File: config.mk
export PLATFORM = sky130hd
export DESIGN_NAME = srs_fifo
export DESIGN_NICKNAME = d
export VERILOG_FILES = /design/src/rtl/srs_pkg.sv /design/src/rtl/srs_fifo.sv
export VERILOG_INCLUDE_DIRS = /design/src /design/src/rtl
export SDC_FILE = /design/constraint.sdc
export NUM_CORES = 1
export LEC_CHECK = 0
export ABC_AREA = 1
export BUFFER_PORTS_ARGS = -buffer_cell sky130_fd_sc_hd__buf_4
export CORE_UTILIZATION = 44
export DETAILED_ROUTE_END_ITERATION = 16
export GPL_ROUTABILITY_DRIVEN = 0
export SETUP_SLACK_MARGIN = 0.15
export SKIP_CTS_REPAIR_TIMING = 1
export SYNTH_ARGS = -nofsm -noshare
export SYNTH_HDL_FRONTEND = slang
export SYNTH_SLANG_ARGS = --single-unit
File: constraint.sdc
create_clock -name clock -period 4.5 [get_ports clock]
set_clock_uncertainty 0.05 [all_clocks]
set_input_delay 0.45 -clock clock [delete_from_list [all_inputs] [get_ports clock]]
set_output_delay 0.45 -clock clock [all_outputs]
set_load 0.005 [all_outputs]
File: src/rtl/sparse_row_statistics_defines.svh
// assertion macros for the sparse row statistics block
// used by the rtl files that carry assertions; needs nothing else
`ifndef SPARSE_ROW_STATISTICS_DEFINES_SVH
`define SPARSE_ROW_STATISTICS_DEFINES_SVH

// condition holds in the same cycle as the trigger
`define SRS_ASSERT_NOW(label, clk, rst, trig, cond, msg) \
   label: assert property (@(posedge clk) disable iff (rst) (trig) |-> (cond)) \
      else $error(msg);

// condition holds in the cycle after the trigger
`define SRS_ASSERT_NEXT(label, clk, rst, trig, cond, msg) \
   label: assert property (@(posedge clk) disable iff (rst) (trig) |=> (cond)) \
      else $error(msg);

`endif

File: src/rtl/srs_pkg.sv
// shared widths, limits, types and codes of the sparse row statistics block
// depends on nothing; the other rtl files, the defines header apart, refer to it by scoped names
package srs_pkg;

   // entry count limit and fixed point format
   localparam int MAX_ROW_ENTRIES = 4096;
   localparam int FRAC_BITS       = 16;

   // field widths
   localparam int CNT_W  = $clog2(MAX_ROW_ENTRIES + 1);
   localparam int VAL_W  = 32;
   localparam int THR_W  = 31;
   localparam int CAVG_W = 28;
   localparam int SUM_W  = 48;
   localparam int ABS_W  = 47;
   localparam int NZ_W   = 36;
   localparam int TOT_W  = 64;
   localparam int ACC_W  = 63;
   localparam int CSR_W  = 48;
   localparam int CSR_IDX_W = 2;

   // deviation and square datapath widths
   localparam int DEV_W = (SUM_W + 1 > CNT_W + FRAC_BITS + 1) ?
                          SUM_W + 1 : CNT_W + FRAC_BITS + 1;
   localparam int MAG_W = DEV_W;
   localparam int LO_W  = (MAG_W + 1) / 2;
   localparam int HI_W  = MAG_W - LO_W;
   localparam int SQ_W  = 2 * MAG_W;

   // back pipeline depth: deviation stage plus the three stages of the square
   localparam int BACK_STAGES = 4;

   // row queue
   localparam int FIFO_DEPTH = 4;
   localparam int FIFO_AW    = $clog2(FIFO_DEPTH);

   // limits and initial values
   localparam logic signed [SUM_W-1:0] SUM_MAX = {1'b0, {(SUM_W-1){1'b1}}};
   localparam logic signed [SUM_W-1:0] SUM_MIN = {1'b1, {(SUM_W-1){1'b0}}};
   localparam logic signed [TOT_W-1:0] TOT_MAX = {1'b0, {(TOT_W-1){1'b1}}};
   localparam logic signed [TOT_W-1:0] TOT_MIN = {1'b1, {(TOT_W-1){1'b0}}};
   localparam logic [ABS_W-1:0] ABS_MAX = {ABS_W{1'b1}};
   localparam logic [ACC_W-1:0] ACC_MAX = {ACC_W{1'b1}};
   localparam logic [NZ_W-1:0]  NZ_MAX  = {NZ_W{1'b1}};
   localparam logic [CNT_W-1:0] CNT_LIMIT = CNT_W'(MAX_ROW_ENTRIES);
   localparam logic [CNT_W-1:0] CNT_LOW_INIT = {CNT_W{1'b1}};

   // configuration register indexes
   typedef enum logic [CSR_IDX_W-1:0] {
      CSR_THRESHOLD = 2'd0,
      CSR_COUNT_AVG = 2'd1,
      CSR_SUM_AVG   = 2'd2,
      CSR_ABS_AVG   = 2'd3
   } csr_index_type;

   // one finished row as handed from front to back
   typedef struct packed {
      logic                    mlast;
      logic [NZ_W-1:0]         nonzero;
      logic [CNT_W-1:0]        cnt;
      logic signed [SUM_W-1:0] ssum;
      logic [ABS_W-1:0]        asum;
   } row_rec_type;

endpackage

File: src/rtl/srs_fifo.sv
// short queue of finished rows between the front and the back
// depends on srs_pkg and sparse_row_statistics_defines.svh
`include "sparse_row_statistics_defines.svh"

module srs_fifo (
   input  logic                 clock,
   input  logic                 reset,
   input  logic                 push,
   input  srs_pkg::row_rec_type push_rec,
   input  logic                 pop,
   output srs_pkg::row_rec_type pop_rec,
   output logic                 empty,
   output logic                 full
);

   srs_pkg::row_rec_type             mem_ff [srs_pkg::FIFO_DEPTH];
   logic [srs_pkg::FIFO_AW-1:0]      wr_ptr_ff, wr_ptr_in;
   logic [srs_pkg::FIFO_AW-1:0]      rd_ptr_ff, rd_ptr_in;
   logic [srs_pkg::FIFO_AW:0]        fill_ff, fill_in;

   // status and read side
   assign empty   = (fill_ff == '0);
   assign full    = (fill_ff == (srs_pkg::FIFO_AW+1)'(srs_pkg::FIFO_DEPTH));
   assign pop_rec = mem_ff[rd_ptr_ff];

   // pointer and fill update
   always_comb begin
      wr_ptr_in = push ? wr_ptr_ff + 1'b1 : wr_ptr_ff;
      rd_ptr_in = pop ? rd_ptr_ff + 1'b1 : rd_ptr_ff;
      fill_in   = fill_ff;
      if (push && !pop) begin
         fill_in = fill_ff + 1'b1;
      end else if (pop && !push) begin
         fill_in = fill_ff - 1'b1;
      end
   end

   always_ff @(posedge clock) begin
      if (reset) begin
         wr_ptr_ff <= '0;
         rd_ptr_ff <= '0;
         fill_ff   <= '0;
      end else begin
         wr_ptr_ff <= wr_ptr_in;
         rd_ptr_ff <= rd_ptr_in;
         fill_ff   <= fill_in;
      end
   end

   // storage
   always_ff @(posedge clock) begin
      if (push) begin
         mem_ff[wr_ptr_ff] <= push_rec;
      end
   end

   `SRS_ASSERT_NOW(a_fifo_fill_bound, clock, reset, 1'b1,
      fill_ff <= (srs_pkg::FIFO_AW+1)'(srs_pkg::FIFO_DEPTH), "row queue overfilled")
   `SRS_ASSERT_NOW(a_fifo_no_underflow, clock, reset, pop, fill_ff != '0,
      "row queue read while empty")
   `SRS_ASSERT_NOW(a_fifo_no_overflow, clock, reset, push, !full,
      "row queue written while full")

endmodule

# --- After elaboration in Yosys (flattened, before gate mapping) ---
# Memories as Yosys holds them, arrays and structs flattened. A register that Yosys moved wholly into a read port is not among the register bits.
# Index checks and enable logic that the tools add are counted.
totals:
  regBits: 7
  ramBits: 580
  in_bits: 149
  output_inout_bits: 147
  wordCells: 21
  memories: 1
op_classes:
  n_addsub: 4
  eq_ne: 1
  mux: 6
  reduce_logical: 6
mem_list:
  columns: ["name", "words", "word_bits", "read_ports", "rd_clocked_by_memory_dff", "wr", "line", "rtl"]
  rows:
  - ["mem_ff", 4, 145, 1, 1, 1, "srs_fifo.sv:16", "srs_pkg::row_rec_type mem_ff [srs_pkg::FIFO_DEPTH];"]
op_table:
  columns: ["cell", "count"]
  rows:
  - ["$mux 3", 2]
  - ["$add 2x1->2 const B", 2]
  - ["$mux 2", 2]
  - ["$add 3x1->3 const B", 1]
  - ["$eq 3x3->1 const B", 1]
  - ["$logic_not 3->1", 1]
  - ["$sub 3x1->3 const B", 1]
  - ["$logic_and 1x1->1", 2]
  - ["$logic_not 1->1", 2]
  - ["$mux 1", 2]
  - ["$reduce_bool 2->1", 1]

# --- Logic depth before layout (Yosys ltp) ---
# Gate-level depths: netlist (run 1).
depth:
  depth_word: 4
  mapped_depth: 10
  depth_no_buf: 10

# --- Least setup slack after synthesis (run 1) ---
# OpenSTA, ideal clock, no wires.
synth_timing:
  kind: "register to register"
  startpoint: "reg wr_ptr_ff[0] (netlist name)"
  endpoint: "mem mem_ff[2][0] (netlist name) (enable)"
  arrival_ps: 3378
  required_ps: 3952
  setup_slack_ps: 574
  path_stages_with_launch: 5
  path_buffers: 0
  cell_sequence: "dfxtp_1 > inv_1 > ha_1 > nand2_1 > inv_1"
synth_lines:
  columns: ["item", "line", "rtl"]
  rows:
  - ["from (decl)", "srs_fifo.sv:17", "logic [srs_pkg::FIFO_AW-1:0] wr_ptr_ff, wr_ptr_in;"]
  - ["from (signal assigned)", "srs_fifo.sv:44", "wr_ptr_ff <= wr_ptr_in;"]
  - ["to (decl)", "srs_fifo.sv:16", null]
# Straight into the memory's write port.

==> out/metrics.yaml, run 1 <==
outcome:
  status: "complete, no violations"
drt:
  dr.pass1.iters: 5
  wirelength_um: 51300
  wl_met3_um: 3100
  post-route-drc-count: 0
  wl_met1_um: 23000
  ant_nets: 0
  dr_wl_met2_um: 24300
  vias: 13646
  vias_per_cell: 5.26
  drt-wirelength-per-cell_um: 19.8
  top_layer: "met5"
  drt_first_iter_violations: 881
placement:
  hpwl_um: 27600
  io_buffers: 295
  placed_area_sq_mm: 0.0246
synth:
  syn_nets: 1615
  seq_area_frac_synth: 0.807
  yosys_register_bits: 589
  netlist_area_sq_mm: 0.0218
  synth.top_cell.area_share: 0.799
  synth_cell_type_count: 19
  synth_top_cell_by_area: "edfxtp_1"
  synth_area_leaders: "edfxtp_1, o21ai_0, nor2_1, o22ai_1, clkbuf_1"
  yosys_warnings: 0
  synth_area_per_cell_sq_um: 14.9
  syn_inst: 1460
clocking:
  cts_tree: "built"
  cts_max_level: 2
  clockBufferDepth: 3
  path_clk_slew_ps: 60
  cts_sinks: 589
  root_buffer: "clkbuf_16"
  insertion_delay_ps: 600
  numCtsBuffers: 58
sta:
  setup_tns_ps: 0
  tightest_slew_ps: 992
  finalCritPeriodShare: 0.765
  fmax_ghz: 0.291
  finalSetupViolCount: 0
  rsz0062_at_grt: "false"
  relSlewSlack: 0.339
  fin_crit_ps: 3440
  hold_viol: 0
  drv_slew: 0
final_layout:
  multi_input_area_sq_mm: 0.00366
  fillers: 3920
  layout_common_cells: "edfxtp_1, buf_4, nor2_1"
  drive_gt1_frac: 0.207
  finalNetCount: 2036
  fin_util: 0.569
  design_area_sq_mm: 0.0279
  mostFrequentLayoutCell: "edfxtp_1"
  synthToLayoutAreaGrowth_pct: 27.8
  ff_latch_area_sq_mm: 0.0176
floorplan:
  start_util: 0.445
  pin_count: 296
  coreArea_sq_mm: 0.0490
  die_w_um: 225
  die_area_sq_mm: 0.0504
  die_h_um: 225
  rows: 81
pwr:
  leakage_nw: 9.73
  sw_frac_of_total: 0.223
  power_density_mw_per_mm2: 439
  combPwrFrac: 0.101
  seqPwrFrac: 0.519
  power.clock.fraction: 0.381
  p_total_w: 0.0122
  ir_drop_uv: 315
  p_sw_w: 0.00273
  p_int_w: 0.00951
setup_path:
  reg2reg_setup_slack_ps: 2260
  r2r_start: "wr_ptr_ff[0]$_SDFFE_PP0P_"
  crit_path_end_kind: "output port"
  start_kind: "flop"
  r2r-end: "mem_ff[0][110]$_DFFE_PP_"
  arrival_ps: 2940
  cp.required_ps: 4000
  r2r_cells: 5
  worstSetupPathType: "flop to output port"
  crit_path_end: "pop_rec[133]"
  crit_path_max_fanout: 172
grt:
  grt_pass1_vias: 12784
  grt_pass1_wl_um: 75300
  grt_start_max_net_pins: 173
  antenna_found_initial: 4
  grt_usage: 0.197
  overflow: 0
hold_path:
  hold_class: "input port to flop"
flow_run:
  max-cap-violations: 0
[critical path, cell delays in order (launching register included)]
cell and delay (ps):
dfxtp_4 780, buf_12 470, o21ai_0 200, o22ai_1 310
buf_4 170
[how the worst min path moves through the flow]
stage | from | to | slack, ps | cells past startpoint
6_report | push_rec[119] | mem_ff[2][119]$_DFFE_PP_ | 10 | 1
5_1_grt | push_rec[111] | mem_ff[1][111]$_DFFE_PP_ | 0.1 | 1
4_1_cts | reset | fill_ff[0]$_SDFFE_PP0P_ | -80 | 2
3_5_place_dp | rd_ptr_ff[1]$_SDFFE_PP0P_ | flop | 390 | 1
3_3_place_gp | rd_ptr_ff[1]$_SDFFE_PP0P_ | flop | 410 | 1
2_1_floorplan | rd_ptr_ff[1]$_SDFFE_PP0P_ | flop | 360 | 1
[power groups by stage]
stage                     clock (W)  combinational [W]  sequential (W)
after floorplan                   0           0.000512         0.00646
after global placement            0            0.00112         0.00646
after detailed placement          0            0.00113         0.00646
after CTS                   0.00474            0.00114         0.00635
after global routing        0.00495            0.00134         0.00636
final                       0.00466            0.00123         0.00635
[flip-flops by register name (all words and copies together), names as in the netlist, named ones only]
| register | cells |
|---|---|
| fill_ff | 3 |
| mem_ff | 580 |
| rd_ptr_ff | 2 |
| wr_ptr_ff | 2 |
[through the flow]
| step | hold slack (ps) | setup slack, ps | std cells |
|---|---|---|---|
| after floorplan | 362 | 574 | 1460 |
| after global placement | 406 | 1620 | 2343 |
| after detailed placement | 395 | 1600 | 2343 |
| after CTS | -83.3 | 927 | 2448 |
| after global routing | 0.142 | 859 | 2593 |
| final | 10.2 | 1060 | 2593 |
[cells by family (layout without fill, tap and decap cells)]
logic type	Yosys count	after routing	synth area share
XOR/XNOR	1	1	0.000402
AO/OA/AOI/OAI	443	443	0.110
other	0	3	0
buffers and inverters	112	578	0.0252
adder cells (fa/ha/maj)	6	6	0.00379
flip-flops	589	589	0.807
AND/OR/NAND/NOR	309	309	0.0535
[per-layer routing]
layer / track usage / vias to the layer above
met2: 0.309 / 367
met1: 0.266 / 6835
met3: 0.0492 / 74
met4: 0.0671 / 2
li1: - / 6368
met5: 0.00880 / -
[cell type report]
cell class	instances	area share
clock inverter	23	0.00741
clock buffer	82	0.0575
timing repair buffer	456	0.138
tap	664	0.0298
sequential	589	0.632
multi-input combinational	759	0.131
inverter	17	0.00346
antenna	3	0.000269
[cell usage after synthesis (all sizes together)]
master / n
o21ai: 295
nor2: 296
xor2: 1
dfxtp: 9
clkbuf: 61
edfxtp: 580
nand4: 1
fa: 1
buf: 34
a21oi: 3
nand3: 1
nand2: 9
ha: 5
nor3: 2
inv: 17
o22ai: 145
No activity file was read; power rests on OpenSTA's default activity.
==> run 2, diff against run 1 <==
--- a/config.mk
+++ b/config.mk
@@ -6,7 +6,7 @@
 export SDC_FILE = /design/constraint.sdc
 export NUM_CORES = 1
 export LEC_CHECK = 0
-export ABC_AREA = 1
+export ABC_AREA = 0
 export BUFFER_PORTS_ARGS = -buffer_cell sky130_fd_sc_hd__buf_4
 export CORE_UTILIZATION = 44
 export DETAILED_ROUTE_END_ITERATION = 16
==> constraint.sdc (replaced) <==
create_clock -name clock -period 3.4 [get_ports clock]
set_clock_uncertainty 0.05 [all_clocks]
set_input_delay 0.34 -clock clock [delete_from_list [all_inputs] [get_ports clock]]
set_output_delay 0.34 -clock clock [all_outputs]
set_load 0.005 [all_outputs]
==> run 2 against run 1 <==
  * Final area fell by 0.86%
  * Total power up 32%
  * Register-to-register slack worse by 860 ps
  * Critical path type unchanged
  * Largest cell class unchanged
  * Largest power group unchanged
==> out/metrics.yaml, run 2 <==
final_layout:
  largest_register: "mem_ff"
  drive_gt1_frac: 0.405
  fillers: 3507
  multi_input_area_sq_mm: 0.00351
  layout_common_cells: "edfxtp_1, buf_4, dlygate4sd3_1"
  mostFrequentLayoutCell: "edfxtp_1"
  synthToLayoutAreaGrowth_pct: 29.5
  ff_latch_area_sq_mm: 0.0176
  finalNetCount: 1439
  fin_util: 0.578
  design_area_sq_mm: 0.0276
  largest_reg_flops: 580
  top_regs: "mem_ff: 580 flops, fill_ff: 3 flops"
clocking:
  cts_tree: "built"
  root_buffer: "clkbuf_16"
  numCtsBuffers: 58
  insertion_delay_ps: 600
  clockBufferDepth: 3
  cts_max_level: 2
  path_clk_slew_ps: 60
  cts_sinks: 589
flow_run:
  max-cap-violations: 0
grt:
  grt_usage: 0.166
  grt_pass1_wl_um: 61200
  grt_pass1_vias: 9941
  antenna_found_initial: 5
  grt_start_max_net_pins: 109
  overflow: 0
setup_path:
  worstSetupPathType: "flop to output port"
  start_kind: "flop"
  crit_path_max_fanout: 51
  cp.depth: 3
  r2r_cells: 4
  reg2reg_setup_slack_ps: 1400
  worst_path_max_delay_cell: "mux4_2"
  arrival_ps: 2240
  crit_path_end_kind: "output port"
  critPathBufInv: 2
  cp_slowest_stage_delay_ps: 600
  r2r-end: "mem_ff[0][89]$_DFFE_PP_"
  cp.required_ps: 3010
  crit_family: "multiplexers"
  crit_chain: "buf_12, mux4_2, buf_4"
  crit_path_end: "pop_rec[55]"
  r2r_start: "wr_ptr_ff[0]$_SDFFE_PP0P_"
floorplan:
  die_w_um: 222
  pin_count: 296
  start_util: 0.447
  die_area_sq_mm: 0.0493
  die_h_um: 222
  coreArea_sq_mm: 0.0477
  rows: 80
drt:
  drt_first_iter_violations: 505
  post-route-drc-count: 0
  dr.pass1.iters: 4
  vias: 9930
  ant_nets: 0
  drt-wirelength-per-cell_um: 21.2
  wirelength_um: 41300
  vias_per_cell: 5.09
outcome:
  status: "complete, no violations"
synth:
  synth_area_leaders: "edfxtp_1, mux4_2, dfxtp_1, buf_2, buf_6"
  async_flop_share: 0
  yosys_register_bits: 589
  synthFlopType: "edfxtp_1"
  yosys_warnings: 0
  syn_inst: 801
  synth_area_per_cell_sq_um: 26.6
  synth_cell_type_count: 21
  syn_nets: 956
  seq_area_frac_synth: 0.825
  synth.top_cell.area_share: 0.817
  ys_top_cells_by_count: "edfxtp_1, mux4_2, buf_2, dfxtp_1"
  netlist_area_sq_mm: 0.0213
  synth_edf_count: 580
  synth_top_cell_by_area: "edfxtp_1"
  yosys.cell_count.top_type: "edfxtp_1"
placement:
  io_buffers: 295
  placed_area_sq_mm: 0.0244
  hpwl_um: 23400
hold_path:
  hold_class: "input port to flop"
  min_from: "pop"
sta:
  tightest_slew_ps: 857
  rsz0062_at_grt: "false"
  drv_slew: 0
  finalSetupViolCount: 0
  hold_viol: 0
  finalCritPeriodShare: 0.774
  fin_crit_ps: 2630
  relSlewSlack: 0.429
  setup_tns_ps: 0
  fmax_ghz: 0.380
pwr:
  ir_drop_uv: 406
  p_total_w: 0.0162
  power_density_mw_per_mm2: 585
  leakage_nw: 9.34
## run 2: changes by cell type in the layout (fill, tap and decap cells not counted), moves of 5 or more
cell	delta
o21ai_0	-294
nor2_1	-289
mux4_2	+145
o22ai_1	-145
buf_4	-9
nand2_1	-8
inv_1	-7
inv_6	-6
buf_12	+5
## run 2: worst min-delay path by stage
stage | slack [ps] | cells after the start | endpoint
6_report | 7 | 3 | rd_ptr_ff[0]$_SDFFE_PP0P_
5_1_grt | 9 | 3 | rd_ptr_ff[0]$_SDFFE_PP0P_
4_1_cts | -160 | 1 | mem_ff[2][31]$_DFFE_PP_
3_5_place_dp | 450 | 2 | fill_ff[2]$_SDFFE_PP0P_
3_3_place_gp | 440 | 2 | fill_ff[2]$_SDFFE_PP0P_
2_1_floorplan | 390 | 0 | mem_ff[0][0]$_DFFE_PP_
## run 2: final cells by class
type                            count  share of cell area
Inverter                            4            0.000544
Sequential cell                   589               0.637
Antenna cell                        6            0.000544
Timing Repair Buffer              456               0.142
Clock buffer                       82              0.0589
Tap cell                          615              0.0279
Clock inverter                     23             0.00566
Multi-Input combinational cell    175               0.127
## run 2: cells by family after synthesis
family	count (synthesis)	synth area share
flops	589	0.825
compound gates	2	0.000469
buf+inv	37	0.0106
mux	147	0.154
fa+ha+maj	6	0.00387
simple gates	15	0.00346
xor+xnor	5	0.00205
## run 2: routing by layer
| metal | vias up | track usage | wire length [um] |
|---|---|---|---|
| met5 | - | 0 | 22 |
| li1 | 4439 | - | - |
| met4 | 4 | 0.0562 | 779 |
| met1 | 5172 | 0.227 | 18000 |
| met2 | 251 | 0.249 | 19600 |
| met3 | 64 | 0.0596 | 2940 |
## run 2: power by group
group	leakage, nW	internal (W)	switching (W)
Clock	0.874	0.00345	0.00252
Sequential	5.40	0.00835	0.0000788
Combinational	3.07	0.000979	0.000784
Total	9.34	0.0128	0.00338
## run 2: per-stage QoR
stage | hold WS, ps | worst slack [ps] | instances
after floorplan | 389 | 586 | 801
after global placement | 440 | 1320 | 1693
after detailed placement | 448 | 1320 | 1693
after CTS | -159 | 657 | 1798
after global routing | 9.07 | 605 | 1946
final | 7.15 | 770 | 1950
## run 2: worst register-to-register path: stages (launching register included)
cell and delay (ps):
dfxtp_1 350, inv_1 90, ha_1 150, and2_4 520, buf_12 420
==> run 3, diff against run 2 <==
==> constraint.sdc (replaced) <==
create_clock -name clock -period 2.5 [get_ports clock]
set_clock_uncertainty 0.05 [all_clocks]
set_input_delay 0.25 -clock clock [delete_from_list [all_inputs] [get_ports clock]]
set_output_delay 0.25 -clock clock [all_outputs]
set_load 0.005 [all_outputs]
==> run 3 against run 2 <==
  * Hold slack better by 330 ps
  * Worst setup slack worse by 650 ps
  * Wire length is 7.6% higher
  * Count of clock-buffer cells in the layout fell by 16
  * Largest cell class unchanged
  * Combinational power increased by 48%
  * Sequential share of layout area fell by 1.4 points
  * Critical path type unchanged
==> out/metrics.yaml, run 3 (same netlist as run 2, synthesis figures left out) <==
floorplan:
  die_w_um: 222
  coreArea_sq_mm: 0.0477
  rows: 80
  die_h_um: 222
  die_area_sq_mm: 0.0493
  pin_count: 296
  start_util: 0.447
pwr:
  power_density_mw_per_mm2: 806
  ir_drop_uv: 635
  leakage_nw: 9.65
  p_total_w: 0.0228
final_layout:
  drive_gt1_frac: 0.422
  largest_register: "mem_ff"
  finalNetCount: 1469
  mostFrequentLayoutCell: "edfxtp_1"
  top_regs: "mem_ff: 580 flops, fill_ff: 3 flops"
  layout_common_cells: "edfxtp_1, buf_4, dlygate4sd3_1"
  largest_reg_flops: 580
  synthToLayoutAreaGrowth_pct: 32.5
setup_path:
  cp_slowest_stage_delay_ps: 510
  crit_chain: "buf_12, clkbuf_16, mux4_2, buf_4"
  start_kind: "flop"
  crit_family: "buffers and inverters"
  arrival_ps: 2080
  worstSetupPathType: "flop to output port"
  reg2reg_setup_slack_ps: 710
  cp.required_ps: 2200
  crit_path_max_fanout: 10
  critPathBufInv: 3
  crit_path_end_kind: "output port"
  worst_path_max_delay_cell: "mux4_2"
flow_run:
  max-cap-violations: 0
drt:
  wl_met3_um: 2920
  ant_nets: 0
  wl_met1_um: 19200
  wirelength_um: 44500
  dr.pass1.iters: 4
  drt_first_iter_violations: 594
  vias: 10202
  top_layer: "met4"
  post-route-drc-count: 0
  vias_per_cell: 5.15
  dr_wl_met2_um: 21400
  drt-wirelength-per-cell_um: 22.5
placement:
  hpwl_um: 25000
  dpl_worst_slack_ps: 542
  io_buffers: 295
hold_path:
  hold_class: "input port to flop"
clocking:
  cts_max_level: 2
  numCtsBuffers: 58
  clockBufferDepth: 3
  path_clk_slew_ps: 60
  cts_tree: "built"
  root_buffer: "clkbuf_16"
  insertion_delay_ps: 590
  cts_sinks: 589
grt:
  overflow: 0
  grt_start_max_net_pins: 75
  antenna_found_initial: 4
  grt_pass1_vias: 10240
  grt_usage: 0.173
  grt_pass1_wl_um: 63300
sta:
  fin_crit_ps: 2380
  fin_ws_ps: 118
  hold_viol: 0
  setup_tns_ps: 0
  relSlewSlack: 0.614
  tightest_slew_ps: 579
  rsz0062_at_grt: "true"
  fmax_ghz: 0.420
  drv_slew: 0
  finalSetupViolCount: 0
  finalCritPeriodShare: 0.953
outcome:
  status: "complete, no violations"
-- run 3: report_power, final --
group | leakage, nW | switching [W] | internal (W) | total, W
Sequential | 5.40 | 0.000110 | 0.0113 | 0.0115
Combinational | 3.31 | 0.00114 | 0.00147 | 0.00261
Clock | 0.938 | 0.00357 | 0.00511 | 0.00869
Total | 9.65 | 0.00482 | 0.0179 | 0.0228
-- run 3: cell type report --
cell class                      instances  area, sq um
Fill cell                            3474        19500
Clock inverter                         41          397
Multi-Input combinational cell        175         3510
Antenna cell                            4         10.0
Clock buffer                           66         1500
Inverter                                4         15.0
Sequential cell                       589        17600
Tap cell                              615          769
Timing Repair Buffer                  486         4440
-- run 3: metrics by stage --
step,util,instances,hold WS [ps],area (sq um)
2_1_floorplan,-,801,299,21300
3_3_place_gp,0.512,1704,401,24500
3_5_place_dp,0.512,1704,404,24500
4_1_cts,0.552,1811,-255,26400
5_1_grt,0.592,1980,318,28200
6_report,0.592,1980,336,28200
-- run 3: layer usage --
layer,GRT usage,vias to the layer above
li1,-,4501
met4,0.0603,0
met3,0.0493,59
met2,0.268,296
met1,0.235,5346
met5,0,-
-- run 3: final timing paths --
path,startpoint,end,cells past startpoint
worst max register to register,wr_ptr_ff[0]$_SDFFE_PP0P_,mem_ff[2][106]$_DFFE_PP_,4
worst min register to register,fill_ff[2]$_SDFFE_PP0P_,fill_ff[2]$_SDFFE_PP0P_,2
worst min-delay path,push_rec[55],mem_ff[0][55]$_DFFE_PP_,2
worst max-delay path,flop,pop_rec[115],4
