File: config.mk
export PLATFORM = sky130hd
export DESIGN_NAME = srs_front_flat
export DESIGN_NICKNAME = d
export VERILOG_FILES = /design/src/rtl/srs_pkg.sv /design/src/rtl/srs_req_if.sv /design/src/rtl/srs_front.sv /design/src/flat_wrapper.sv
export VERILOG_INCLUDE_DIRS = /design/src /design/src/rtl
export SDC_FILE = /design/constraint.sdc
export NUM_CORES = 1
export LEC_CHECK = 0
export ABC_CLOCK_PERIOD_IN_PS = 11000
export BUFFER_PORTS_ARGS = -buffer_cell sky130_fd_sc_hd__buf_4
export CAP_MARGIN = 25
export CELL_PAD_IN_SITES_DETAIL_PLACEMENT = 0
export CELL_PAD_IN_SITES_GLOBAL_PLACEMENT = 1
export CORE_ASPECT_RATIO = 1.25
export CORE_MARGIN = 1
export CORE_UTILIZATION = 25
export CTS_CLUSTER_DIAMETER = 60
export CTS_CLUSTER_SIZE = 12
export DETAILED_ROUTE_END_ITERATION = 10
export GPL_ROUTABILITY_DRIVEN = 0
export HOLD_SLACK_MARGIN = 0.03
export PLACE_DENSITY_LB_ADDON = 0.1
export SLEW_MARGIN = 20
export SYNTH_ARGS = -nofsm -noshare
export SYNTH_HDL_FRONTEND = slang
export SYNTH_SLANG_ARGS = --single-unit
File: constraint.sdc
create_clock -name clock -period 11 [get_ports clock]
set_input_delay 1.1 -clock clock [delete_from_list [all_inputs] [get_ports clock]]
set_output_delay 1.1 -clock clock [all_outputs]
set_load 0.005 [all_outputs]
File: src/rtl/sparse_row_statistics_defines.svh
// assertion macros for the sparse row statistics block
// used by the rtl files that carry assertions; needs nothing else
`ifndef SPARSE_ROW_STATISTICS_DEFINES_SVH
`define SPARSE_ROW_STATISTICS_DEFINES_SVH

// condition holds in the same cycle as the trigger
`define SRS_ASSERT_NOW(label, clk, rst, trig, cond, msg) \
   label: assert property (@(posedge clk) disable iff (rst) (trig) |-> (cond)) \
      else $error(msg);

// condition holds in the cycle after the trigger
`define SRS_ASSERT_NEXT(label, clk, rst, trig, cond, msg) \
   label: assert property (@(posedge clk) disable iff (rst) (trig) |=> (cond)) \
      else $error(msg);

`endif

File: src/rtl/srs_pkg.sv
// shared widths, limits, types and codes of the sparse row statistics block
// depends on nothing; the other rtl files, the defines header apart, refer to it by scoped names
package srs_pkg;

   // entry count limit and fixed point format
   localparam int MAX_ROW_ENTRIES = 4096;
   localparam int FRAC_BITS       = 16;

   // field widths
   localparam int CNT_W  = $clog2(MAX_ROW_ENTRIES + 1);
   localparam int VAL_W  = 32;
   localparam int THR_W  = 31;
   localparam int CAVG_W = 28;
   localparam int SUM_W  = 48;
   localparam int ABS_W  = 47;
   localparam int NZ_W   = 36;
   localparam int TOT_W  = 64;
   localparam int ACC_W  = 63;
   localparam int CSR_W  = 48;
   localparam int CSR_IDX_W = 2;

   // deviation and square datapath widths
   localparam int DEV_W = (SUM_W + 1 > CNT_W + FRAC_BITS + 1) ?
                          SUM_W + 1 : CNT_W + FRAC_BITS + 1;
   localparam int MAG_W = DEV_W;
   localparam int LO_W  = (MAG_W + 1) / 2;
   localparam int HI_W  = MAG_W - LO_W;
   localparam int SQ_W  = 2 * MAG_W;

   // back pipeline depth: deviation stage plus the three stages of the square
   localparam int BACK_STAGES = 4;

   // row queue
   localparam int FIFO_DEPTH = 4;
   localparam int FIFO_AW    = $clog2(FIFO_DEPTH);

   // limits and initial values
   localparam logic signed [SUM_W-1:0] SUM_MAX = {1'b0, {(SUM_W-1){1'b1}}};
   localparam logic signed [SUM_W-1:0] SUM_MIN = {1'b1, {(SUM_W-1){1'b0}}};
   localparam logic signed [TOT_W-1:0] TOT_MAX = {1'b0, {(TOT_W-1){1'b1}}};
   localparam logic signed [TOT_W-1:0] TOT_MIN = {1'b1, {(TOT_W-1){1'b0}}};
   localparam logic [ABS_W-1:0] ABS_MAX = {ABS_W{1'b1}};
   localparam logic [ACC_W-1:0] ACC_MAX = {ACC_W{1'b1}};
   localparam logic [NZ_W-1:0]  NZ_MAX  = {NZ_W{1'b1}};
   localparam logic [CNT_W-1:0] CNT_LIMIT = CNT_W'(MAX_ROW_ENTRIES);
   localparam logic [CNT_W-1:0] CNT_LOW_INIT = {CNT_W{1'b1}};

   // configuration register indexes
   typedef enum logic [CSR_IDX_W-1:0] {
      CSR_THRESHOLD = 2'd0,
      CSR_COUNT_AVG = 2'd1,
      CSR_SUM_AVG   = 2'd2,
      CSR_ABS_AVG   = 2'd3
   } csr_index_type;

   // one finished row as handed from front to back
   typedef struct packed {
      logic                    mlast;
      logic [NZ_W-1:0]         nonzero;
      logic [CNT_W-1:0]        cnt;
      logic signed [SUM_W-1:0] ssum;
      logic [ABS_W-1:0]        asum;
   } row_rec_type;

endpackage

File: src/rtl/srs_req_if.sv
// input channel of the sparse row statistics block: one matrix entry a word
// depends on srs_pkg for field widths
interface srs_req_if;
   logic                            valid;
   logic                            ready;
   logic signed [srs_pkg::VAL_W-1:0] value;
   logic                            has_value;
   logic                            row_last;
   logic                            matrix_last;

   modport source (output valid, value, has_value, row_last, matrix_last, input ready);
   modport sink   (input valid, value, has_value, row_last, matrix_last, output ready);
endinterface

File: src/rtl/srs_front.sv
// front part: takes entry words and builds per-row count, sums and nonzero total
// depends on srs_pkg, srs_req_if and sparse_row_statistics_defines.svh
`include "sparse_row_statistics_defines.svh"

module srs_front (
   input  logic                       clock,
   input  logic                       reset,
   srs_req_if.sink                    req_bus,
   input  logic [srs_pkg::THR_W-1:0]  threshold,
   input  logic                       fifo_full,
   output logic                       push,
   output srs_pkg::row_rec_type       push_rec
);

   logic [srs_pkg::CNT_W-1:0]        row_cnt_ff, row_cnt_in;
   logic signed [srs_pkg::SUM_W-1:0] row_ssum_ff, row_ssum_in;
   logic [srs_pkg::ABS_W-1:0]        row_asum_ff, row_asum_in;
   logic [srs_pkg::NZ_W-1:0]         nz_ff, nz_in;
   logic                             accept;
   logic [srs_pkg::VAL_W-1:0]        mag;
   logic signed [srs_pkg::SUM_W:0]   ssum_wide;
   logic [srs_pkg::ABS_W:0]          asum_wide;
   srs_pkg::row_rec_type             rec;

   assign req_bus.ready = !fifo_full;
   assign accept        = req_bus.valid && req_bus.ready;
   assign push          = accept && req_bus.row_last;
   assign push_rec      = rec;

   // row accumulation including the current word
   always_comb begin
      mag = req_bus.value[srs_pkg::VAL_W-1] ? srs_pkg::VAL_W'(-req_bus.value)
                                             : srs_pkg::VAL_W'(req_bus.value);
      ssum_wide = (srs_pkg::SUM_W+1)'(row_ssum_ff) + (srs_pkg::SUM_W+1)'(req_bus.value);
      asum_wide = (srs_pkg::ABS_W+1)'(row_asum_ff) + (srs_pkg::ABS_W+1)'(mag);
      rec.mlast   = req_bus.matrix_last;
      rec.nonzero = nz_ff;
      rec.cnt     = row_cnt_ff;
      rec.ssum    = row_ssum_ff;
      rec.asum    = row_asum_ff;
      if (req_bus.has_value) begin
         if (mag > srs_pkg::VAL_W'(threshold) && nz_ff != srs_pkg::NZ_MAX) begin
            rec.nonzero = nz_ff + 1'b1;
         end
         if (row_cnt_ff < srs_pkg::CNT_LIMIT) begin
            rec.cnt = row_cnt_ff + 1'b1;
         end
         if (ssum_wide[srs_pkg::SUM_W] != ssum_wide[srs_pkg::SUM_W-1]) begin
            rec.ssum = ssum_wide[srs_pkg::SUM_W] ? srs_pkg::SUM_MIN : srs_pkg::SUM_MAX;
         end else begin
            rec.ssum = ssum_wide[srs_pkg::SUM_W-1:0];
         end
         rec.asum = asum_wide[srs_pkg::ABS_W] ? srs_pkg::ABS_MAX
                                              : asum_wide[srs_pkg::ABS_W-1:0];
      end
   end

   // next state: row end clears the row, matrix end clears the nonzero total
   always_comb begin
      row_cnt_in  = row_cnt_ff;
      row_ssum_in = row_ssum_ff;
      row_asum_in = row_asum_ff;
      nz_in       = nz_ff;
      if (accept) begin
         row_cnt_in  = req_bus.row_last ? '0 : rec.cnt;
         row_ssum_in = req_bus.row_last ? '0 : rec.ssum;
         row_asum_in = req_bus.row_last ? '0 : rec.asum;
         nz_in       = (req_bus.row_last && req_bus.matrix_last) ? '0 : rec.nonzero;
      end
   end

   always_ff @(posedge clock) begin
      if (reset) begin
         row_cnt_ff  <= '0;
         row_ssum_ff <= '0;
         row_asum_ff <= '0;
         nz_ff       <= '0;
      end else begin
         row_cnt_ff  <= row_cnt_in;
         row_ssum_ff <= row_ssum_in;
         row_asum_ff <= row_asum_in;
         nz_ff       <= nz_in;
      end
   end

   `SRS_ASSERT_NEXT(a_front_row_cleared, clock, reset, push,
      row_cnt_ff == '0 && row_ssum_ff == '0 && row_asum_ff == '0,
      "row accumulators not cleared after row end")

endmodule

File: src/flat_wrapper.sv
// flat-port wrapper written by rule: the top's interface ports become plain ports
module srs_front_flat 
  (clock, reset, threshold, fifo_full, push, push_rec, req_bus_valid, req_bus_value, req_bus_has_value, req_bus_row_last, req_bus_matrix_last, req_bus_ready);
  srs_req_if req_bus_i ();
  input  logic clock;
  input  logic reset;
  input  logic [srs_pkg::THR_W-1:0] threshold;
  input  logic fifo_full;
  output logic push;
  output srs_pkg::row_rec_type push_rec;
  input wire logic [$bits(req_bus_i.valid)-1:0] req_bus_valid;
  input wire logic [$bits(req_bus_i.value)-1:0] req_bus_value;
  input wire logic [$bits(req_bus_i.has_value)-1:0] req_bus_has_value;
  input wire logic [$bits(req_bus_i.row_last)-1:0] req_bus_row_last;
  input wire logic [$bits(req_bus_i.matrix_last)-1:0] req_bus_matrix_last;
  output wire logic [$bits(req_bus_i.ready)-1:0] req_bus_ready;
  assign req_bus_i.valid = req_bus_valid;
  assign req_bus_i.value = req_bus_value;
  assign req_bus_i.has_value = req_bus_has_value;
  assign req_bus_i.row_last = req_bus_row_last;
  assign req_bus_i.matrix_last = req_bus_matrix_last;
  assign req_bus_ready = req_bus_i.ready;
  srs_front u_core (.clock(clock), .reset(reset), .req_bus(req_bus_i), .threshold(threshold), .fifo_full(fifo_full), .push(push), .push_rec(push_rec));
endmodule
# Yosys cells after proc, flatten, opt, wreduce, memory -nomap -nowiden

Index checks and enable logic that the tools add are counted.

$add $sub $neg: 5
$lt $le $gt $ge: 2
Eq/ne operators: 2
Muxes and demuxes: 11
Reductions and logical operators: 5

Operators with widths:

| operator                                       | count |
|---|---|
| 2-to-1 mux 144 bit                             | 1 |
| 2-to-1 mux 48 bit                              | 3 |
| 2-to-1 mux 47 bit                              | 2 |
| 2-to-1 mux 36 bit                              | 2 |
| adder 48 x 32 -> 49 bit                        | 1 |
| adder 47 x 32 -> 48 bit                        | 1 |
| adder 36 x 1 -> 36 bit (second input constant) | 1 |
| inequality test 36 bit (second input constant) | 1 |
| > comparator 32 x 31 -> 1 bit                  | 1 |
| 2-to-1 mux 32 bit                              | 1 |
| negator 32 bit                                 | 1 |
| 2-to-1 mux 13 bit                              | 2 |
| adder 13 x 1 -> 13 bit (second input constant) | 1 |
| < comparator 13 bit (second input constant)    | 1 |
| logical AND 1 bit                              | 4 |
| logical NOT 1 bit                              | 1 |
| inequality test 1 bit                          | 1 |

Register bits: 144
Input port bits: 70
Output and inout bits: 147
Word-level logic and storage cells: 29

# Longest topological paths before layout

Gate-level depths: netlist of the first run.

Depth after elaboration: 7
Gate-level depth with buffers: 23
Gate-level depth less buffers: 21

# Worst setup path after synthesis of the first run

Ideal clock, no wire load.

Path type: input to output
Start: input port req_bus_value[5]
End: output port push_rec[46] (netlist bit)
Arrival time: 5,711 ps
Data required time: 9,900 ps
Path slack: 4,189 ps
Stages on the path: 21
Path buffers: 2
Cells stage by stage: nor4_2 > nand3_1 > or2_2 > or3_1 > or2_2 > nand2b_1 > or2_2 > o31ai_1 > xnor2_1 > ha_1 > and3_1 > and2_1 > o211ai_1 > nor2_1 > a2111oi_0 > a31oi_1 > clkbuf_1 > nand3_1 > clkbuf_1 > nand3_1 > o21a_1

RTL lines:

| element            | RTL line           | text |
|---|---|---|
| start: declaration | flat_wrapper.sv:12 | `input wire logic [$bits(req_bus_i.value)-1:0] req_bus_value;` |
| end: declaration   | flat_wrapper.sv:10 | `output srs_pkg::row_rec_type push_rec;` |

==> flow_summary.json, run 1 <==
{
  "area_delta_synth_final_pct": 20.4,
  "finalClockSkew_ns": 0.0170,
  "grt_overflow": 0,
  "grt_pass1_vias": 14400,
  "placed_cell_area_mm2": 0.0162,
  "min_period_ns": 8.04,
  "fin_cells": 2786,
  "fmaxAchievable_ghz": 0.124,
  "htree_levels": 4,
  "netlist_area_mm2": 0.0140,
  "layout_common_cells": "buf_4 (235), nand2_1 (195), a21oi_1 (188)",
  "dieHeight_um": 266,
  "crit_type": "in -> out",
  "cts_repair_resize_count": 0,
  "fillers": 6126,
  "finalWirelength_um": 57000,
  "antenna_found_initial": 1,
  "worstPathCellList": "buf_4 > nor4_2 > nand3_1 > or2_2 > or3_1 > or2_2 > o41ai_1 > xnor2_1 > ha_1 > a21oi_1 > o21ai_0 > a2111oi_0 > nor2_1 > a2111oi_0 > a31oi_1 > buf_4 > nand2_1 > nand2_1 > nor2_1 > nor2_1 > buf_4",
  "ant_nets": 0,
  "ir_worst_vdd_mv": 0.0828,
  "rows": 96,
  "outcome": "finished clean",
  "track_usage_pct": 20.1,
  "clockRootBuffer": "clkbuf_16",
  "drc": 0,
  "wl_per_cell_um": 20.4,
  "leakagePower_nw": 7.40,
  "cts_setup_buffers": 0,
  "rsz0062_at_grt": "false",
  "dieArea_mm2": 0.0568,
  "crit_path_max_fanout": 14,
  "tritoncts": "yes",
  "synth_edf_count": 0,
  "io_buffers": 216,
  "start_util_pct": 25.4,
  "cpMaxStageDelayCell": "a2111oi_0",
  "slew_viol_final": 0,
  "clock-sinks": 144,
  "dp_cells": 2753,
  "synth_area_per_cell_um2": 7.36,
  "synthArstFlopShare_pct": 0,
  "die_x_um": 213,
  "synth_warnings": 0,
  "crit_path_start_kind": "primary input",
  "synth_nets": 2089,
  "hpwlAfterDp_um": 43900,
  "end_kind": "output pin",
  "cts_hold_buf": 0,
  "max_stage_delay_ns": 0.55,
  "cts_made_buffers": 17,
  "num_vias": 14500,
  "worst_slew_pin_slew_ns": 0.970,
  "fin_nets": 2231,
  "drive_gt1_share_pct": 15.7,
  "synth-seq-cells": 144,
  "drv_cap": 0,
  "viasPerCell": 5.21,
  "slew_headroom_pct": 35.2,
  "io_pins": 217,
  "grt_start_max_net_pins": 73,
  "critPathTopFamily": "simple AND/OR/NAND/NOR gates",
  "syn_inst": 1896,
  "first_iter_violations": 813,
  "hold_violations": 0,
  "synth_ff_type": "dfxtp_1",
  "grt_pass1_wl_um": 86000,
  "path_buf_inv": 3,
  "setup-tns-final_ns": 0,
  "holdWs_ns": 0.488,
  "finalCritPeriodShare_pct": 73.1,
  "first_pass_iters": 5,
  "clockBufferDepth": 2,
  "worst_ep_arrival_time_ns": 6.94,
  "holdCritPathClass": "reg -> reg",
  "cp_data_required_time_ns": 9.90,
  "clk_pin_slew_ns": 0.07,
  "finish.utilization_pct": 30.5,
  "clk_latency_ns": 0.50,
  "ys_types": 77,
  "setup_violations": 0,
  "synth_seq_area_share_pct": 20.7,
  "core_mm2": 0.0550,
  "final_common_cell": "buf_4",
  "final_area_mm2": 0.0168,
  "power_per_cell_area_mw_per_mm2": 95.6
}
[synthesized netlist by cell type, types with 9 or more instances]
cell / instances / area share [%]
o22a_1: 11 / 0.69
and2_1: 17 / 0.76
o21a_1: 17 / 0.91
inv_1: 56 / 1.5
mux2_2: 9 / 0.73
nand4_1: 30 / 1.3
ha_1: 121 / 11
or2_2: 10 / 0.45
a22oi_1: 11 / 0.59
a21o_1: 58 / 3.1
a211oi_1: 10 / 0.54
nor2_1: 168 / 4.5
nor3_1: 21 / 0.75
o211ai_1: 14 / 0.75
nand2_1: 195 / 5.2
xor2_1: 62 / 3.9
clkbuf_1: 99 / 2.7
a31o_2: 11 / 0.69
nor4_1: 11 / 0.49
and3_1: 44 / 2.0
o21ai_0: 150 / 5.4
nand2b_1: 12 / 0.54
o41ai_1: 14 / 0.88
o31ai_1: 20 / 1.1
a31oi_1: 33 / 1.5
o21bai_1: 15 / 0.81
nor2b_1: 11 / 0.49
xnor2_1: 95 / 6.0
a22o_1: 31 / 1.9
dfxtp_1: 144 / 21
a21oi_1: 189 / 6.8
a41oi_1: 11 / 0.69
o2bb2ai_1: 21 / 1.3
a311oi_1: 10 / 0.63
nand3_1: 50 / 1.8
[state kept, by name, indices dropped and copies added, names as in the netlist]
register	flops
u_core.row_ssum_ff	48
u_core.row_asum_ff	47
u_core.nz_ff	36
u_core.row_cnt_ff	13
[area by class of cell]
type	instances	area, um2	share of cell area (%)
Clock buffer	18	439	2.61
Antenna cell	1	2.50	0.0149
Tap cell	735	920	5.47
Inverter	57	214	1.27
Sequential cell	144	2880	17.2
Multi-Input combinational cell	1582	10400	62.2
Timing Repair Buffer	236	1770	10.5
Clock inverter	13	128	0.760
[power breakdown]
group / internal (mW) / switching [mW] / leakage (nW)
Combinational: 0.179 / 0.283 / 5.96
Sequential: 0.528 / 0.00811 / 1.16
Clock: 0.319 / 0.289 / 0.275
Total: 1.03 / 0.580 / 7.40
[cells by family (layout without fill, tap and decap cells)]
family                     Yosys count  in the layout  share of synthesized area [%]
AOI/OAI and AO/OA                  668            668                           31.0
DFF                                144            144                           20.7
other                                0              1                              0
adders and majority gates          127            127                           11.4
buffers and inverters              170            324                           4.72
xor gates and xnor gates           157            157                           9.85
and+or+nand+nor                    615            615                           21.2
muxes                               15             15                           1.16
[layer usage]
metal	wire (um)	vias to the layer above	global-route usage, %
met5	0	-	0
met4	981	0	5.23
met3	2050	43	3.77
met2	28100	247	34.9
met1	25800	6984	25.2
li1	-	7247	-
[tightest hold or removal path, cell delays in order, from the launching register on]
cell and delay, ns:
dfxtp_1 0.33, nand2_1 0.05, o21ai_0 0.06
[stage by stage]
step,power (mW),worst slack (ns)
floorplan,0.823,4.19
global placement,1.01,2.90
detailed placement,1.01,2.96
CTS,1.64,2.94
global route,1.70,2.46
finish,1.61,2.96
[path summary, 6_finish.rpt]
check,start,to,slack [ns],cells after the start
setup / recovery,req_bus_value[5],push_rec[25],2.96,21
hold / removal,u_core.row_ssum_ff[6]$_SDFFE_PP0P_,u_core.row_ssum_ff[6]$_SDFFE_PP0P_,0.49,2
setup reg to reg,u_core.row_ssum_ff[14]$_SDFFE_PP0P_,u_core.row_ssum_ff[10]$_SDFFE_PP0P_,6.51,12
hold reg to reg,u_core.row_ssum_ff[6]$_SDFFE_PP0P_,u_core.row_ssum_ff[6]$_SDFFE_PP0P_,0.49,2
Power figures use the tool's default switching activity.
==> run 2, diff against run 1 <==
ABC_AREA = 1   (was unset)
ABC_CLOCK_PERIOD_IN_PS = 6600   (was 11000)
clock period = 6.6 ns   (was 11 ns; I/O delays follow)
==> flow_summary.json, run 2 <==
{
  "outcome": "finished clean",
  "yosysMostFrequentCell": "nand2_1",
  "final_area_mm2": 0.0199,
  "pre_cts_ws_ns": 0.693,
  "min_path_cells": 2,
  "crit_type": "in -> out",
  "synth.top_cell.area_share_pct": 19.4,
  "comb_power_share_pct": 31.0,
  "grt_start_max_net_pins": 109,
  "clkPwrFrac_pct": 38.3,
  "io_pins": 217,
  "io_buffers": 216,
  "die_x_um": 235,
  "dieHeight_um": 293,
  "power_per_cell_area_mw_per_mm2": 147,
  "p_int_mw": 1.84,
  "rows": 106,
  "htree_levels": 4,
  "dp_cells": 3840,
  "synth_warnings": 0,
  "crit_path_max_fanout": 28,
  "grt_pass1_wl_um": 112000,
  "worst_ep_arrival_time_ns": 5.25,
  "netlist_area_mm2": 0.0169,
  "clockBufferDepth": 2,
  "start_util_pct": 25.3,
  "drv_cap": 0,
  "final_common_cell": "nand2_1",
  "finalWirelength_um": 73700,
  "reg_top3": "u_core.row_ssum_ff (48), u_core.row_asum_ff (47), u_core.nz_ff (36)",
  "synth-seq-cells": 144,
  "clockRootBuffer": "clkbuf_16",
  "cts_hold_buf": 0,
  "fmaxAchievable_ghz": 0.169,
  "layout_common_cells": "nand2_1 (873), inv_1 (310), nor2_1 (237)",
  "wl_per_cell_um": 19.0,
  "num_vias": 18500,
  "area_delta_synth_final_pct": 17.6,
  "first_iter_violations": 1185,
  "min_from": "u_core.row_asum_ff[39]$_SDFFE_PP0P_",
  "core_mm2": 0.0670,
  "finalCritPeriodShare_pct": 89.6,
  "drc": 0,
  "holdCritPathClass": "reg -> reg",
  "fillers": 7592,
  "grt_pass1_vias": 18500,
  "tritoncts": "yes",
  "setup_violations": 0,
  "viasPerCell": 4.78,
  "worst_slew_pin_slew_ns": 0.900,
  "min_period_ns": 5.91,
  "largest-register": "u_core.row_ssum_ff",
  "drive_gt1_share_pct": 18.4,
  "cts_setup_buffers": 0,
  "hpwlAfterDp_um": 59800,
  "crit_path_start_kind": "primary input",
  "ff2ff_path_depth": 18,
  "synth_area_per_cell_um2": 5.99,
  "p_sw_share_pct": 37.0,
  "synthTopCellsByArea": "nand2_1 (19%), dfxtp_1 (17%), ha_1 (8.9%)",
  "first_pass_iters": 5,
  "cts_made_buffers": 17,
  "fin_cells": 3873,
  "syn_inst": 2825,
  "synth_nets": 3018,
  "cp_data_required_time_ns": 5.94,
  "switching_power_mw": 1.08,
  "setup-tns-final_ns": 0,
  "slew_viol_final": 0,
  "clock-sinks": 144,
  "hold_violations": 0,
  "dieArea_mm2": 0.0688,
  "finalClockSkew_ns": 0.0141,
  "worst_slack_ns": 0.686,
  "cts_repair_resize_count": 0,
  "r2r_setup_slack_ns": 2.87,
  "synth_ff_type": "dfxtp_1",
  "hold_path_end": "u_core.row_asum_ff[39]$_SDFFE_PP0P_",
  "largest_reg_flops": 48,
  "clk_pin_slew_ns": 0.06,
  "leakagePower_nw": 9.24,
  "rsz0062_at_grt": "false",
  "track_usage_pct": 21.5,
  "synthArstFlopShare_pct": 0,
  "grt_overflow": 0,
  "synth_edf_count": 0,
  "synthTopCellsByCount": "nand2_1 (874), inv_1 (311), nor2_1 (237)",
  "placed_cell_area_mm2": 0.0193,
  "ir_worst_vdd_mv": 0.213,
  "rr_startpoint": "u_core.row_ssum_ff[0]$_SDFFE_PP0P_",
  "synth_seq_area_share_pct": 17.0,
  "clk_latency_ns": 0.52,
  "end_kind": "output pin",
  "ant_nets": 0,
  "ys_types": 54,
  "p_seq_share_pct": 30.7,
  "antenna_found_initial": 1,
  "reg2reg_to": "u_core.row_ssum_ff[33]$_SDFFE_PP0P_",
  "yosys.area.top_type": "nand2_1",
  "fin_nets": 3188,
  "slew_headroom_pct": 40.0
}
==> run 2: area by class of cell <==
class	count	area (um2)	share of cell area (%)
Timing Repair Buffer	233	1770	8.87
Antenna cell	2	5.00	0.0251
Sequential cell	144	2880	14.5
Clock inverter	12	183	0.918
Clock buffer	19	443	2.23
Tap cell	864	1080	5.43
Inverter	322	1210	6.07
Multi-Input combinational cell	2277	12300	62.0
==> run 2: power by group through the flow <==
stage | combinational, mW | clock (mW) | sequential [mW]
final | 0.904 | 1.12 | 0.897
after global routing | 0.999 | 1.19 | 0.898
after CTS | 0.919 | 1.16 | 0.896
after detailed placement | 0.915 | 0 | 0.916
after global placement | 0.916 | 0 | 0.916
after floorplan | 0.564 | 0 | 0.909
==> run 2: worst max-delay path by stage <==
stage	start	to	slack, ns	cells after the start
final	req_bus_value[0]	push_rec[31]	0.69	28
after global routing	req_bus_value[0]	push_rec[31]	0.25	29
after CTS	req_bus_value[0]	push_rec[31]	0.68	28
after detailed placement	req_bus_value[0]	push_rec[31]	0.69	28
after global placement	req_bus_value[0]	push_rec[31]	0.81	28
after floorplan	req_bus_value[0]	push_rec[23]	2.01	27
==> run 2: cell families after synthesis <==
group | count (synthesis) | share of synthesized area (%)
simple gates | 1644 | 43.7
buf+inv | 404 | 10.2
compound gates | 399 | 14.2
flops | 144 | 17.0
fa+ha+maj | 123 | 9.18
xor+xnor | 111 | 5.79
==> run 2: routing by layer <==
metal / vias up / global-route usage, % / wire (um) / share of wire [%]
met4: 0 / 7.46 / 2100 / 2.8
met2: 336 / 39.3 / 37400 / 51
met3: 64 / 2.93 / 2330 / 3.2
met1: 8702 / 25.5 / 31900 / 43
li1: 9406 / - / - / -
met5: - / 0 / 0 / 0
==> run 2: stage by stage <==
| step | util (%) | total power, mW | hold slack, ns |
|---|---|---|---|
| finish | 29.7 | 2.92 | 0.485 |
| CTS | 29.7 | 2.98 | 0.488 |
| floorplan | - | 1.47 | 0.455 |
| global placement | 28.8 | 1.83 | 0.467 |
| global route | 29.7 | 3.09 | 0.508 |
| detailed placement | 28.8 | 1.83 | 0.477 |
==> run 2: worst max-delay path: stages <==
cell	delay (ns)
buf_4	0.12
inv_1	0.12
ha_1	0.19
nand3_1	0.10
nor2_1	0.15
nand2_1	0.10
nor2_1	0.19
nand3_1	0.19
nor2_1	0.12
nand3_1	0.11
nor3_1	0.15
buf_4	0.17
a21oi_1	0.08
xor2_1	0.28
ha_1	0.36
a21o_1	0.23
a21oi_1	0.18
o21ai_0	0.11
a21oi_1	0.14
nand2_1	0.11
nand2_1	0.09
nand2_2	0.11
nand2_2	0.15
nand2_1	0.08
inv_2	0.38
buf_4	0.30
a21boi_1	0.10
buf_4	0.15
